==> src/design/chr_pkg.sv <==
// chr_pkg: shared constants, types and hash helpers for the consistent hash ring.
// Used by chr_front, chr_queue, chr_back and consistent_hash_ring_top.
package chr_pkg;

    localparam logic [31:0] FNV_BASIS = 32'd2166136261;
    localparam logic [31:0] FNV_PRIME = 32'd16777619;
    localparam logic [7:0]  HASH_SEP  = 8'h23;
    localparam logic [7:0]  CHAR_ZERO = 8'h30;

    localparam int RING_ENTRIES_DEF = 1024;
    localparam int NODE_IDS_DEF     = 64;
    localparam logic [6:0] VCOUNT_RESET = 7'd16;
    localparam int ENT_W   = 11;
    localparam int QDEPTH  = 2;

    typedef enum logic [1:0] {
        REQ_LOOKUP = 2'd0,
        REQ_ADD    = 2'd1,
        REQ_REMOVE = 2'd2,
        REQ_NONE   = 2'd3
    } t_req;

    typedef enum logic [1:0] {
        ST_OK    = 2'd0,
        ST_EMPTY = 2'd1,
        ST_FULL  = 2'd2
    } t_status;

    typedef enum logic [3:0] {
        BS_IDLE,
        BS_VHASH,
        BS_SRCH,
        BS_SCMP,
        BS_LOOK,
        BS_CHK,
        BS_SHR,
        BS_SHW,
        BS_NEXT,
        BS_EMIT
    } t_bstate;

    typedef struct packed {
        t_req        req;
        logic [31:0] hash;
        logic [5:0]  ident;
    } t_job;

    typedef struct packed {
        logic [1:0]      n;
        logic [2:0][3:0] d;   // d[0] is the first digit folded
    } t_digits;

    function automatic logic [31:0] fold_byte(input logic [31:0] h, input logic [7:0] b);
        logic [31:0] x;
        x = h ^ {{24{b[7]}}, b};
        return x * FNV_PRIME;
    endfunction

    function automatic t_digits dec_digits(input logic [6:0] v);
        t_digits    r;
        logic       hu;
        logic [6:0] rem;
        logic [3:0] te;
        logic [3:0] on;
        hu  = (v >= 7'd100);
        rem = hu ? v - 7'd100 : v;
        te  = 4'd0;
        for (int k = 1; k < 10; k++) begin
            if (rem >= 7'(10 * k)) te = 4'(k);
        end
        on = 4'(rem - 7'(10 * te));
        if (hu) begin
            r.n = 2'd3;
            r.d = {on, te, 4'd1};
        end else if (te != 4'd0) begin
            r.n = 2'd2;
            r.d = {4'd0, on, te};
        end else begin
            r.n = 2'd1;
            r.d = {4'd0, 4'd0, on};
        end
        return r;
    endfunction

endpackage

==> src/design/chr_queue.sv <==
// chr_queue: short request queue between the hashing front and the ring back end.
// Depends on chr_pkg (t_job, QDEPTH).
module chr_queue (
    input  logic          i_clk,
    input  logic          i_rst_n,
    input  logic          i_push,
    input  chr_pkg::t_job i_job,
    output logic          o_full,
    input  logic          i_pop,
    output logic          o_empty,
    output chr_pkg::t_job o_job
);
    localparam int PW = $clog2(chr_pkg::QDEPTH);

    chr_pkg::t_job r_mem [chr_pkg::QDEPTH];
    logic [PW-1:0] r_wp, r_rp;
    logic [PW:0]   r_cnt;

    assign o_full  = (r_cnt == (PW+1)'(chr_pkg::QDEPTH));
    assign o_empty = (r_cnt == '0);
    assign o_job   = r_mem[r_rp];

    always_ff @(posedge i_clk) begin
        if (i_push && !o_full) r_mem[r_wp] <= i_job;
    end

    always_ff @(posedge i_clk) begin
        if (!i_rst_n) begin
            r_wp  <= '0;
            r_rp  <= '0;
            r_cnt <= '0;
        end else begin
            if (i_push && !o_full) r_wp <= r_wp + 1'b1;
            if (i_pop && !o_empty) r_rp <= r_rp + 1'b1;
            r_cnt <= r_cnt + (PW+1)'(i_push && !o_full) - (PW+1)'(i_pop && !o_empty);
        end
    end
endmodule

==> config.mk <==
export PLATFORM = sky130hd
export DESIGN_NAME = chr_queue
export DESIGN_NICKNAME = d
export VERILOG_FILES = /design/src/design/chr_pkg.sv /design/src/design/chr_queue.sv
export SDC_FILE = /design/constraint.sdc
export NUM_CORES = 1
export LEC_CHECK = 0
export BUFFER_PORTS_ARGS = -buffer_cell sky130_fd_sc_hd__buf_2
export CORE_AREA = 5 5 95 97
export DETAILED_ROUTE_END_ITERATION = 8
export DIE_AREA = 0 0 100 102
export GPL_TIMING_DRIVEN = 0
export HOLD_SLACK_MARGIN = 0.12
export PLACE_DENSITY_LB_ADDON = 0.05
export SETUP_SLACK_MARGIN = 0.15
export SLEW_MARGIN = 15
export SYNTH_ARGS = -nofsm -noshare
export SYNTH_HDL_FRONTEND = slang
export SYNTH_SLANG_ARGS = --single-unit
==> constraint.sdc <==
create_clock -name i_clk -period 3.4 [get_ports i_clk]
set_input_delay 0.68 -clock i_clk [delete_from_list [all_inputs] [get_ports i_clk]]
set_output_delay 0.68 -clock i_clk [all_outputs]
set_load 0.01 [all_outputs]
==> out/metrics.json <==
{
  "row_count": {"value": 33},
  "crit_required": {"value": 2.72, "unit": "ns"},
  "rsz0062_at_grt": {"value": "false"},
  "final-max-slew-violation-count": {"value": 0},
  "path_class": {"value": "reg2out"},
  "critPathMaxFanout": {"value": 10},
  "yosys_warnings": {"value": 0},
  "drt-total-wl": {"value": 5494, "unit": "um"},
  "yosys.cell_count.top_type": {"value": "sky130_fd_sc_hd__edfxtp_1"},
  "sw_frac_of_total": {"value": 0.2685},
  "final_antenna_net_count": {"value": 0},
  "comb_power_share": {"value": 0.262},
  "layout-drive-gt1-share": {"value": 0.5896},
  "grt_pass1_vias": {"value": 1780},
  "critical_path_arrival": {"value": 1.46, "unit": "ns"},
  "globalplace.congestion": {"value": 0.6295},
  "synth_common_cells": {"value": "sky130_fd_sc_hd__edfxtp_1 (80), sky130_fd_sc_hd__mux2_2 (40), sky130_fd_sc_hd__dfxtp_1 (5), sky130_fd_sc_hd__buf_6 (4), sky130_fd_sc_hd__xnor2_1 (3)"},
  "power_report.internal_total": {"value": 2.002, "unit": "mW"},
  "largest_family_of_logic_cells_by_synthesized_area": {"value": "multiplexers"},
  "total_number_of_clock_tree_sinks": {"value": 85},
  "syn_area": {"value": 3134, "unit": "um2"},
  "ctsRootBufferMaster": {"value": "sky130_fd_sc_hd__clkbuf_8"},
  "most_used_flip_flop_cell_after_synthesis": {"value": "sky130_fd_sc_hd__edfxtp_1"},
  "maximum_resistive_drop_on_vdd": {"value": 0.2856, "unit": "mV"},
  "place_hpwl": {"value": 3732, "unit": "um"},
  "numCtsBuffers": {"value": 9},
  "placeableCoreArea": {"value": 8051, "unit": "um2"},
  "worstSetupEndpointType": {"value": "output port"},
  "yosys_register_bits": {"value": 85},
  "grt_usage": {"value": 0.1145},
  "clockBufferDepth": {"value": 2},
  "result_of_the_run": {"value": "finished, final reports clean"},
  "grt_max_degree": {"value": 26},
  "synthesized_net_count": {"value": 195},
  "vias_per_cell": {"value": 4.525},
  "diodes": {"value": 0},
  "wire_length_of_the_first_global_routing_pass": {"value": 8825, "unit": "um"},
  "fmax": {"value": 467.5, "unit": "MHz"},
  "finish.net_count": {"value": 293},
  "report.final.setup_viol": {"value": 0},
  "die_area": {"value": 10200, "unit": "um2"},
  "quantity_of_gates_resized_following_cts": {"value": 0},
  "sequentialPowerShare": {"value": 0.496},
  "firstDrtPassIters": {"value": 4},
  "yosysUniqueCellTypes": {"value": 15},
  "clk_latency": {"value": 0.34, "unit": "ns"},
  "cts_hold_buf": {"value": 0},
  "ys_seq_area_frac": {"value": 0.7984},
  "synth-xor-area-share": {"value": 0.008383},
  "design.portCount": {"value": 86},
  "synth.area.mux_share": {"value": 0.1469},
  "grt_antenna_before_repair": {"value": 0},
  "synth-simple-area-share": {"value": 0.01876},
  "fp.dieH": {"value": 102, "unit": "um"},
  "start_util": {"value": 0.3893},
  "power_frac_clock": {"value": 0.242},
  "post_synth_edffs": {"value": 80},
  "syn_inst": {"value": 149},
  "htree_levels": {"value": 3},
  "p_leak": {"value": 1.478, "unit": "nW"},
  "max_cap_violations": {"value": 0},
  "p_r_area_growth_vs_syn": {"value": 25.07, "unit": "%"},
  "switchingPower": {"value": 0.7349, "unit": "mW"},
  "synth_top_cell_area_share": {"value": 0.7665},
  "grt_overflow_total": {"value": 0},
  "detail_route.drc_violations": {"value": 0},
  "place_inst": {"value": 341},
  "complex_gate_fraction_of_the_synthesized_area": {"value": 0.002794},
  "ys_async_sr_fraction": {"value": 0},
  "synthDominantAreaCellType": {"value": "sky130_fd_sc_hd__edfxtp_1"},
  "place.port_buffers": {"value": 85},
  "fin_crit": {"value": 2.139, "unit": "ns"},
  "worstSetupStartpointType": {"value": "flop"},
  "hold_path.class": {"value": "in2reg"},
  "worst_slew_pin_slew": {"value": 0.5506, "unit": "ns"},
  "slew_headroom": {"value": 0.6321},
  "path_clk_slew": {"value": 0.08, "unit": "ns"},
  "post_synth.cell_area_avg": {"value": 21.04, "unit": "um2"},
  "timing.clock.skew": {"value": 0.007448, "unit": "ns"},
  "timing.final.crit_share": {"value": 0.6291},
  "cts.repair_timing.setup_buffer_count": {"value": 0},
  "synth-adder-area-share": {"value": 0.007984},
  "routed_wire_length_per_instance": {"value": 15.43, "unit": "um"},
  "total_power": {"value": 2.737, "unit": "mW"},
  "synth.top_cells.by_area": {"value": "sky130_fd_sc_hd__edfxtp_1 (77%), sky130_fd_sc_hd__mux2_2 (14%), sky130_fd_sc_hd__dfxtp_1 (3.2%), sky130_fd_sc_hd__buf_6 (1.4%), sky130_fd_sc_hd__xnor2_1 (0.84%)"},
  "final_hold_viol_count": {"value": 0},
  "tritoncts": {"value": "built"},
  "via_count": {"value": 1611},
  "power_per_cell_area": {"value": 698.3, "unit": "nW/um2"},
  "initialDrtViolationCount": {"value": 49},
  "count_of_non_filler_cells_in_the_finished_layout": {"value": 356},
  "die_x": {"value": 100, "unit": "um"}
}
-- power by group through the flow --
stage                     clock, mW  combinational, mW  sequential, mW
after CTS                     0.685              0.742            1.36
after global placement            0              0.712            1.39
after detailed placement          0              0.739            1.38
after global routing          0.733              0.788            1.38
after floorplan                   0              0.457            1.38
final                         0.661              0.718            1.36
-- cells by family after synthesis --
logic type / after synthesis
buffers and inverters: 6
xor gates and xnor gates: 3
and+or+nand+nor: 11
AOI/OAI and AO/OA: 1
adders and majority gates: 2
DFF: 85
muxes: 41
-- through the flow --
step	setup WS [ns]	utilization	hold slack, ns	area, um2	setup TNS, ns
finish	1.261	0.4869	0.5217	3920	0
global route	1.133	0.4869	0.4953	3920	0
CTS	1.200	0.4869	0.5033	3920	0
detailed placement	1.410	0.4645	0.5194	3740	0
global placement	-0.7292	0.4584	0.4769	3691	-29.09
floorplan	0.5042	-	0.4549	3134	0
-- metal layers --
metal / track usage / routed length, um / part of all wire / vias up
li1: - / - / - / 767
met1: 0.1363 / 2318 / 0.42 / 792
met2: 0.1893 / 2765 / 0.50 / 48
met3: 0.04232 / 361 / 0.066 / 4
met4: 0.04663 / 49 / 0.0089 / 0
met5: 0 / 0 / 0 / -
-- worst paths after layout --
| kind | from | end | slack [ns] | cells past startpoint |
|---|---|---|---|---|
| worst max-delay path | flop | o_job[7] | 1.26 | 3 |
| worst min-delay path | i_job[10] | r_mem[1][10] | 0.52 | 1 |
| worst max register to register | r_cnt[0] | r_mem[0][17] | 1.66 | 4 |
| worst min register to register | r_wp | r_wp | 0.53 | 2 |
-- cell usage in the layout, fill, tap and decap left out --
master,Yosys,final
sky130_fd_sc_hd__and2_1,2,2
sky130_fd_sc_hd__and3_2,0,1
sky130_fd_sc_hd__buf_12,0,2
sky130_fd_sc_hd__buf_2,0,85
sky130_fd_sc_hd__buf_6,4,4
sky130_fd_sc_hd__bufinv_16,0,1
sky130_fd_sc_hd__clkbuf_1,0,1
sky130_fd_sc_hd__clkbuf_8,0,9
sky130_fd_sc_hd__clkinv_2,0,3
sky130_fd_sc_hd__clkinvlp_4,0,1
sky130_fd_sc_hd__dfxtp_1,5,5
sky130_fd_sc_hd__edfxtp_1,80,80
sky130_fd_sc_hd__ha_1,2,2
sky130_fd_sc_hd__inv_1,2,2
sky130_fd_sc_hd__mux2_2,40,40
sky130_fd_sc_hd__mux2i_1,1,1
sky130_fd_sc_hd__nand2_1,2,2
sky130_fd_sc_hd__nand2b_1,2,2
sky130_fd_sc_hd__nor2_1,2,1
sky130_fd_sc_hd__nor2_4,0,1
sky130_fd_sc_hd__nor2b_1,2,2
sky130_fd_sc_hd__o21a_2,1,1
sky130_fd_sc_hd__xnor2_1,3,3
-- sequential cells by signal, indices dropped and copies added, names as in the netlist, named ones only --
register,cells
r_mem,80
r_cnt,2
r_rp,1
r_wp,1
-- layout make-up --
type | instances | area (um2)
fill | 732 | 4131
sequential | 85 | 2502
multi-input combinational | 58 | 588.1
timing repair buffer | 87 | 465.4
tap | 105 | 131.4
clock buffer | 10 | 127.6
clock inverter | 5 | 52.55
buffer | 4 | 45.04
inverter | 2 | 7.507
-- worst max-delay path, stage by stage (launching register included) --
cell and delay [ns]:
sky130_fd_sc_hd__dfxtp_1 0.44, sky130_fd_sc_hd__buf_6 0.19, sky130_fd_sc_hd__mux2_2 0.34, sky130_fd_sc_hd__buf_2 0.14
Power figures use the tool's default switching activity.
