<file path="config.mk">
export PLATFORM = sky130hd
export DESIGN_NAME = chr_front
export DESIGN_NICKNAME = d
export VERILOG_FILES = /design/src/design/chr_pkg.sv /design/src/design/chr_front.sv
export SDC_FILE = /design/constraint.sdc
export NUM_CORES = 1
export LEC_CHECK = 0
export BUFFER_PORTS_ARGS = -buffer_cell sky130_fd_sc_hd__buf_4
export CAP_MARGIN = 20
export CELL_PAD_IN_SITES_DETAIL_PLACEMENT = 0
export CELL_PAD_IN_SITES_GLOBAL_PLACEMENT = 2
export CORE_MARGIN = 1.5
export CORE_UTILIZATION = 42
export CTS_CLUSTER_DIAMETER = 60
export DETAILED_ROUTE_END_ITERATION = 16
export PLACE_DENSITY = 0.95
export SLEW_MARGIN = 20
export SYNTH_ARGS = -nofsm -noshare
export SYNTH_HDL_FRONTEND = slang
export SYNTH_SLANG_ARGS = --single-unit
</file>
<file path="constraint.sdc">
create_clock -name i_clk -period 11.7 [get_ports i_clk]
set_input_delay 0.585 -clock i_clk [delete_from_list [all_inputs] [get_ports i_clk]]
set_output_delay 0.585 -clock i_clk [all_outputs]
set_load 0.01 [all_outputs]
</file>
<file path="src/design/chr_pkg.sv">
// chr_pkg: shared constants, types and hash helpers for the consistent hash ring.
// Used by chr_front, chr_queue, chr_back and consistent_hash_ring_top.
package chr_pkg;

    localparam logic [31:0] FNV_BASIS = 32'd2166136261;
    localparam logic [31:0] FNV_PRIME = 32'd16777619;
    localparam logic [7:0]  HASH_SEP  = 8'h23;
    localparam logic [7:0]  CHAR_ZERO = 8'h30;

    localparam int RING_ENTRIES_DEF = 1024;
    localparam int NODE_IDS_DEF     = 64;
    localparam logic [6:0] VCOUNT_RESET = 7'd16;
    localparam int ENT_W   = 11;
    localparam int QDEPTH  = 2;

    typedef enum logic [1:0] {
        REQ_LOOKUP = 2'd0,
        REQ_ADD    = 2'd1,
        REQ_REMOVE = 2'd2,
        REQ_NONE   = 2'd3
    } t_req;

    typedef enum logic [1:0] {
        ST_OK    = 2'd0,
        ST_EMPTY = 2'd1,
        ST_FULL  = 2'd2
    } t_status;

    typedef enum logic [3:0] {
        BS_IDLE,
        BS_VHASH,
        BS_SRCH,
        BS_SCMP,
        BS_LOOK,
        BS_CHK,
        BS_SHR,
        BS_SHW,
        BS_NEXT,
        BS_EMIT
    } t_bstate;

    typedef struct packed {
        t_req        req;
        logic [31:0] hash;
        logic [5:0]  ident;
    } t_job;

    typedef struct packed {
        logic [1:0]      n;
        logic [2:0][3:0] d;   // d[0] is the first digit folded
    } t_digits;

    function automatic logic [31:0] fold_byte(input logic [31:0] h, input logic [7:0] b);
        logic [31:0] x;
        x = h ^ {{24{b[7]}}, b};
        return x * FNV_PRIME;
    endfunction

    function automatic t_digits dec_digits(input logic [6:0] v);
        t_digits    r;
        logic       hu;
        logic [6:0] rem;
        logic [3:0] te;
        logic [3:0] on;
        hu  = (v >= 7'd100);
        rem = hu ? v - 7'd100 : v;
        te  = 4'd0;
        for (int k = 1; k < 10; k++) begin
            if (rem >= 7'(10 * k)) te = 4'(k);
        end
        on = 4'(rem - 7'(10 * te));
        if (hu) begin
            r.n = 2'd3;
            r.d = {on, te, 4'd1};
        end else if (te != 4'd0) begin
            r.n = 2'd2;
            r.d = {4'd0, on, te};
        end else begin
            r.n = 2'd1;
            r.d = {4'd0, 4'd0, on};
        end
        return r;
    endfunction

endpackage

</file>
<file path="src/design/chr_front.sv">
// chr_front: folds name bytes into the running FNV-1a hash, one byte a cycle while the
// queue is not full, and queues a request on the final byte. Depends on chr_pkg.
module chr_front (
    input  logic          i_clk,
    input  logic          i_rst_n,
    input  logic          i_push,
    input  logic [1:0]    i_req_type,
    input  logic [7:0]    i_data_byte,
    input  logic          i_last,
    input  logic [5:0]    i_node_ident,
    input  logic          i_q_full,
    output logic          o_q_push,
    output chr_pkg::t_job o_q_job
);
    logic [31:0] r_hash;
    logic [31:0] n_hash;
    logic        w_acc;

    assign w_acc    = i_push && !i_q_full;
    assign n_hash   = chr_pkg::fold_byte(r_hash, i_data_byte);
    assign o_q_push = w_acc && i_last;
    assign o_q_job  = '{req: chr_pkg::t_req'(i_req_type), hash: n_hash, ident: i_node_ident};

    always_ff @(posedge i_clk) begin
        if (!i_rst_n) begin
            r_hash <= chr_pkg::FNV_BASIS;
        end else if (w_acc) begin
            r_hash <= i_last ? chr_pkg::FNV_BASIS : n_hash;
        end
    end
endmodule

</file>
==> metrics.md, run 1 <==
| Metric | Value |
|---|---|
| Synth-to-Final Area Change | 9.45% |
| Cell Area, Placed | slightly below 8000 µm² |
| Worst slew pin tran | between 700 and 800 ps |
| Clock Skew | between 6 and 7 ps |
| Reg-to-reg critical path startpoint | r_hash[2]$_SDFFE_PN1P_ |
| Startpoint class of the critical path | input pin |
| Setup TNS | 0 ps |
| Area fraction of the dominant cell type after synthesis | between 20% and 30% |
| H-tree levels | 2 |
| Routed WL | approximately 18000 µm |
| Total congestion overflow | 0 |
| Cts repair resizes | 0 |
| Die Span Y | 135 µm |
| Worst-path cell chain | buf_4 > xor2_1 > ha_1 > ha_1 > fa_1 > ha_1 > ha_1 > inv_1 > fa_1 > fa_1 > inv_1 > ha_1 > and3_1 > a221o_1 > nor3_1 > a21oi_1 > a21o_1 > a211oi_1 > nor3_1 > buf_4 |
| Largest register by flop count | r_hash |
| Post-Syn Nets | approximately 1100 |
| Post-layout net count | 1095 |
| Run status | completed |
| CP dominant cell by count | ha_1 |
| Post-synth EDFFs | 0 |
| Max transition margin | a little over half |
| Antenna violations before repair | 0 |
| Hold_sp | r_hash[1]$_SDFFE_PN0P_ |
| CP top delay family | adder cells |
| Global Route Usage Sum | 21.7% |
| Fmax | roughly 0.14 GHz |
| Synth Instances | 800 |
| I/O Pins | 62 |
| Synthesis Warnings | 0 |
| Vias in the first global route | ~5700 |
| Worst-path clk slew | around 60 ps |
| Setup crit end kind | output port |
| IO Port Bufs | 45 |
| Post-Layout Cell Count | between 1000 and 1500 |
| Final worst-path cycle share | between 60 and 70% |
| Total of max-cap violations | 0 |
| Worst EP required | around 11000 ps |
| Reg2Reg Capture Point | r_hash[20]$_SDFFE_PN1P_ |
| Drt first pass iters | 5 |
| Multi-input gate area | 5900 µm² |
| Final number of hold-violating endpoints | 0 |
| CP Class | input pin to output port |
| Final ANT Viol Nets | 0 |
| Initial core utilization | 43.5% |
| Max FFs per register | 32 |
| Max-slew violations | 0 |
| Placed cells | 1040 |
| Final min period | 7220 ps |
| R2R setup slack | 5570 ps |
| Diode count | 0 |
| Endpoints failing setup | 0 |
| RSZ-0062 raised after global routing | false |
| Biggest regs | r_hash (32) |
| Synth top area cells | ha_1 (30%), fa_1 (20%), dfxtp_1 (8.8%) |
| Global-route wire length before repair | between 30000 and 40000 µm |
| Synth cell count leaders | ha_1 (173), inv_1 (165), fa_1 (74), xor2_1 (63), dfxtp_1 (32) |
| Largest net degree at the start of global routing | 34 |
| Drt wl/cell | between 15 and 20 µm |
| Clk sinks | 32 |
| CTS Root Cell | clkbuf_16 |
| Deepest clock path buffer count | 2 |
| # Post-CTS Setup Buffers | 0 |
| Setup crit start | i_data_byte[7] |
| Synth unique cells | 54 |
| CTS tree | built |
| Post-synthesis sequential area ratio | 8.78% |
| Synthesized area | between 7000 and 8000 µm² |
| CP bufs+invs | 4 |
| Cells on worst reg2reg path | 19 |
| Drc violations | 0 |
| Async SR Flop Fraction | 0% |
| Initial DRC count | ~300 |
| Max incr delay on CP | ~570 ps |
| Critical-path top delay cell | xor2_1 |
| Core area | approximately 17000 µm² |
| Worst-path maximum fanout | 31 |
| Hold Crit Class | register to register |
| Sequential cell area | between 600 and 700 µm² |
| Fill cell count | roughly 1700 |
| WHS Endpoint | r_hash[1]$_SDFFE_PN0P_ |
| Num CTS Buffers | 5 |
| Layout cells sized above 1 | under 10% |
| #FFs+latches synth | 32 |
| Dpl hpwl | approximately 15000 µm |
| CP arrival | approximately 6600 ps |
| Most numerous cell in the Yosys netlist | ha_1 |
| Final Cell Area | about 8000 µm² |
| GPL Wtd Cong | roughly 0.83 |
| Die width | around 130 µm |
| Vias per cell | slightly above 5 |
| Skew-Pair Late Insertion Delay | a little under 300 ps |
| Die area | ~18000 µm² |
| Area leader, netlist | ha_1 |
| DR vias | 5312 |
| Syn avg cell area | 9.12 µm² |
| Hold_buf cts | 0 |
| Top FF cell, synth | dfxtp_1 |
| Hold depth | 2 |
| Rows | 47 |
==> per-layer routing <==
| metal | up-vias | track usage (%) | wire length [µm] |
|---|---|---|---|
| met5 | - | 0 | 0 |
| met4 | 0 | 4.66 | 318 |
| met3 | 19 | 2.63 | 903 |
| met2 | 89 | 37.6 | 8670 |
| met1 | 2552 | 29.1 | 8500 |
| li1 | 2652 | - | - |
==> placed cells by master (no fill, tap or decap), types with 3 or more instances in the layout <==
cell / instances
a211o_1: 6
a211oi_1: 3
a21boi_0: 6
a21o_1: 8
a21oi_1: 15
a22oi_1: 12
a31oi_1: 4
and2_1: 24
and3_1: 4
buf_4: 49
clkbuf_16: 5
dfxtp_1: 32
fa_1: 74
ha_1: 173
inv_1: 165
nand2_1: 31
nand2b_1: 8
nand3_1: 15
nand3b_1: 3
nor2_1: 18
nor2b_1: 16
nor3_1: 8
o211ai_1: 3
o21a_1: 6
o21ai_0: 12
o21bai_1: 3
xnor2_1: 29
xor2_1: 63
==> kinds of logic after synthesis <==
| logic type | after synthesis | synth area share, % |
|---|---|---|
| AOI/OAI and AO/OA | 98 | 9.74 |
| xor gates and xnor gates | 92 | 11.0 |
| adders and majority gates | 247 | 50.0 |
| buffers and inverters | 194 | 10.4 |
| DFF | 32 | 8.78 |
| and+or+nand+nor | 137 | 10.0 |
==> worst reg2reg max path, cell delays in order, from the launching register on <==
cell     delay (ps)
dfxtp_1         370
xor2_1          390
ha_1            320
ha_1            230
fa_1            480
ha_1            230
fa_1            480
ha_1            320
inv_1            60
fa_1            530
inv_1            40
ha_1            350
and3_1          190
and3_1          180
a211o_1         340
o31ai_4         460
o21ai_1         180
o41ai_1         390
xnor2_1         180
a211o_1         280
==> how the worst max path moves through the flow <==
| stage | slack [ps] | end | depth (start not counted) |
|---|---|---|---|
| floorplan | 4570 | o_q_job[37] | 22 |
| global placement | 4550 | o_q_job[34] | 20 |
| detailed placement | 4490 | o_q_job[34] | 20 |
| CTS | 4490 | o_q_job[34] | 20 |
| global route | 4200 | o_q_job[34] | 20 |
| finish | 4480 | o_q_job[34] | 20 |
==> area by class of cell <==
| type | count | share of cell area (%) |
|---|---|---|
| flip-flops and latches | 32 | 8.03 |
| clock buffers | 7 | 1.91 |
| inverters | 165 | 7.76 |
| multi-input cells | 574 | 73.9 |
| repair buffers | 49 | 4.61 |
| well taps | 220 | 3.45 |
| clock inverters | 1 | 0.376 |
==> per-stage QoR <==
stage	setup slack, ps	hold slack, ps	util [%]
final	4480	478	47.6
after CTS	4490	480	47.6
after floorplan	4570	453	-
after global routing	4200	522	47.6
after global placement	4550	471	46.5
after detailed placement	4490	472	46.5
Power of run 1 is not shown: default switching activity piles up to over one toggle a cycle in this logic, so the estimate is an artifact.
==> inputs of run 2 (changes only) <==
--- a/config.mk
+++ b/config.mk
@@ -10,10 +10,10 @@
 export CELL_PAD_IN_SITES_DETAIL_PLACEMENT = 0
 export CELL_PAD_IN_SITES_GLOBAL_PLACEMENT = 2
 export CORE_MARGIN = 1.5
-export CORE_UTILIZATION = 42
+export CORE_UTILIZATION = 36
 export CTS_CLUSTER_DIAMETER = 60
 export DETAILED_ROUTE_END_ITERATION = 16
-export PLACE_DENSITY = 0.95
+export PLACE_DENSITY = 0.9
 export SLEW_MARGIN = 20
 export SYNTH_ARGS = -nofsm -noshare
 export SYNTH_HDL_FRONTEND = slang
==> constraint.sdc (replaced) <==
create_clock -name i_clk -period 5.8 [get_ports i_clk]
set_input_delay 0.29 -clock i_clk [delete_from_list [all_inputs] [get_ports i_clk]]
set_output_delay 0.29 -clock i_clk [all_outputs]
set_load 0.01 [all_outputs]
==> metrics.md, run 2 (synthesis results as in run 1) <==
| Metric | Value |
|---|---|
| Run status | finished, violations left |
| Failing checks | negative setup slack |
| Reg2Reg Capture Point | r_hash[29]$_SDFFE_PN0P_ |
| Most frequent cells in the layout | buf_4 (202), inv_1 (156), ha_1 (136) |
| Cells on worst reg2reg path | 21 (+2) |
| DR vias | 6037 (+14%) |
| Layout cells sized above 1 | 36.4% (+29 points) |
| Largest net degree at the start of global routing | 34 (unchanged) |
| Final number of hold-violating endpoints | 0 (unchanged) |
| Drc violations | 0 (unchanged) |
| Startpoint class of the critical path | register |
| Reg-to-reg critical path startpoint | r_hash[12]$_SDFFE_PN1P_ |
| Post-layout net count | 1265 (+16%) |
| Total of max-cap violations | 0 (unchanged) |
| Rows | 51 (+8.5%) |
| Final core occ | 52.1% (+4.4 points) |
| Final worst-path setup slack | -122 ps (-4610 ps) |
| Largest register by flop count | r_hash |
| I/O Pins | 62 (unchanged) |
| Dpl hpwl | 17300 µm (+13%) |
| IO Port Bufs | 45 (unchanged) |
| Skew-Pair Late Insertion Delay | 290 ps (about the same) |
| RSZ-0062 raised after global routing | true |
| Endpoints failing setup | 3 (+3) |
| GPL Wtd Cong | 0.911 (+9.2%) |
| Worst-path clk slew | 60 ps (about the same) |
| Synth-to-Final Area Change | 40.3% |
| Max FFs per register | 32 (unchanged) |
| Hold Crit Class | input pin to register |
| Die Span Y | 145 µm (+7.8%) |
| Final worst-path cycle share | 102% |
| Deepest clock path buffer count | 2 (unchanged) |
| CTS tree | built |
| Pre-CTS setup slack | -508 ps (-5000 ps) |
| Clock Skew | 4.71 ps (-2.12 ps) |
| WHS Endpoint | r_hash[0]$_SDFFE_PN1P_ |
| Biggest regs | r_hash (32) |
| Final ANT Viol Nets | 0 (unchanged) |
| Global-route wire length before repair | 33600 µm (+11%) |
| Total congestion overflow | 0 (unchanged) |
| Clk sinks | 32 (unchanged) |
| CP arrival | 5630 ps (-1000 ps) |
| Hold_sp | i_data_byte[0] |
| Worst EP required | 5510 ps (-5610 ps) |
| H-tree levels | 2 (unchanged) |
| R2R setup slack | 160 ps (-5410 ps) |
| CP Class | register to output port |
| Worst slew pin tran | 695 ps (-7.10 ps) |
| Fmax | 0.169 GHz |
| Routed WL | 21000 µm (+14%) |
| Final min period | around 6000 ps |
| Cell Area, Placed | 9000 µm² (+15%) |
| Hold_buf cts | 0 (unchanged) |
| Global Route Usage Sum | 20.1% (-1.6 points) |
| Hold depth | 4 (+2) |
| Final Cell Area | 10200 µm² (+28%) |
| Antenna violations before repair | 0 (unchanged) |
| Core area | 19700 µm² (+17%) |
| Max transition margin | 53.5% (+0.46 points) |
| Max-slew violations | 0 (unchanged) |
| Initial core utilization | 37.1% (-6.4 points) |
| Die area | 21100 µm² (+16%) |
| Num CTS Buffers | 5 (unchanged) |
| Final hold slack | 331 ps (-147 ps) |
| Setup crit end kind | output port |
| Drt wl/cell | 16.7 µm (-5.0%) |
| CTS Root Cell | clkbuf_16 |
| Diode count | 0 (unchanged) |
| Die width | 145 µm (+7.8%) |
| Drt first pass iters | 4 (-1) |
| Initial DRC count | 221 (-27%) |
| Worst-path maximum fanout | 4 (-87%) |
| Vias per cell | 4.78 (-5.7%) |
| Vias in the first global route | 6436 (+13%) |
| Most common cell after layout, fill and taps aside | buf_4 |
-- run 2: metal layers --
layer	vias to the layer above	track usage [%]	share of wire, %
li1	2972	-	-
met4	0	4.18	1.4
met3	26	1.79	3.2
met1	2931	27.1	46
met5	-	0	0
met2	108	35.1	49
-- run 2: worst max-delay path by stage --
stage	slack, ps	cells past startpoint	endpoint	start
after global routing	-260	21	o_q_job[37]	r_hash[13]$_SDFFE_PN0P_
after detailed placement	-510	22	o_q_job[36]	i_data_byte[7]
final	-120	19	o_q_job[37]	r_hash[12]$_SDFFE_PN1P_
after CTS	-160	21	o_q_job[37]	r_hash[13]$_SDFFE_PN0P_
after global placement	-330	22	o_q_job[36]	i_data_byte[7]
after floorplan	10	19	o_q_job[37]	i_data_byte[7]
-- run 2: critical path, stage by stage (launching register included) --
cell and delay, ps:
dfxtp_2 340, buf_4 160, xor2_2 180, ha_1 290, ha_1 310, fa_1 450
ha_2 200, fa_1 440, ha_1 290, inv_1 40, fa_1 470, inv_1 40
ha_1 190, or4_4 520, o211ai_1 270, a21boi_2 110, or4_4 520, a41o_1 240
xnor2_2 130, buf_4 150
-- run 2: metrics by stage --
step                      TNS (ps)  std cells
after floorplan                  0        800
after global placement       -1880       1231
after detailed placement     -3470       1231
after CTS                     -445       1253
after global routing         -1380       1263
final                         -196       1263
-- run 2: what timing repair did --
action                                  CTS  global route
buffers inserted                         15            10
endpoints found under the setup margin   18            18
pin swaps                                47            53
resized for setup                        84            90
-- run 2: cell type report --
class	count	area, µm²
repair buffers	219	1740
multi-input cells	574	6720
well taps	265	332
fillers	1865	9420
inverters	165	619
clock buffers	8	146
flip-flops and latches	32	676
Power of run 2 is left out for the same reason.
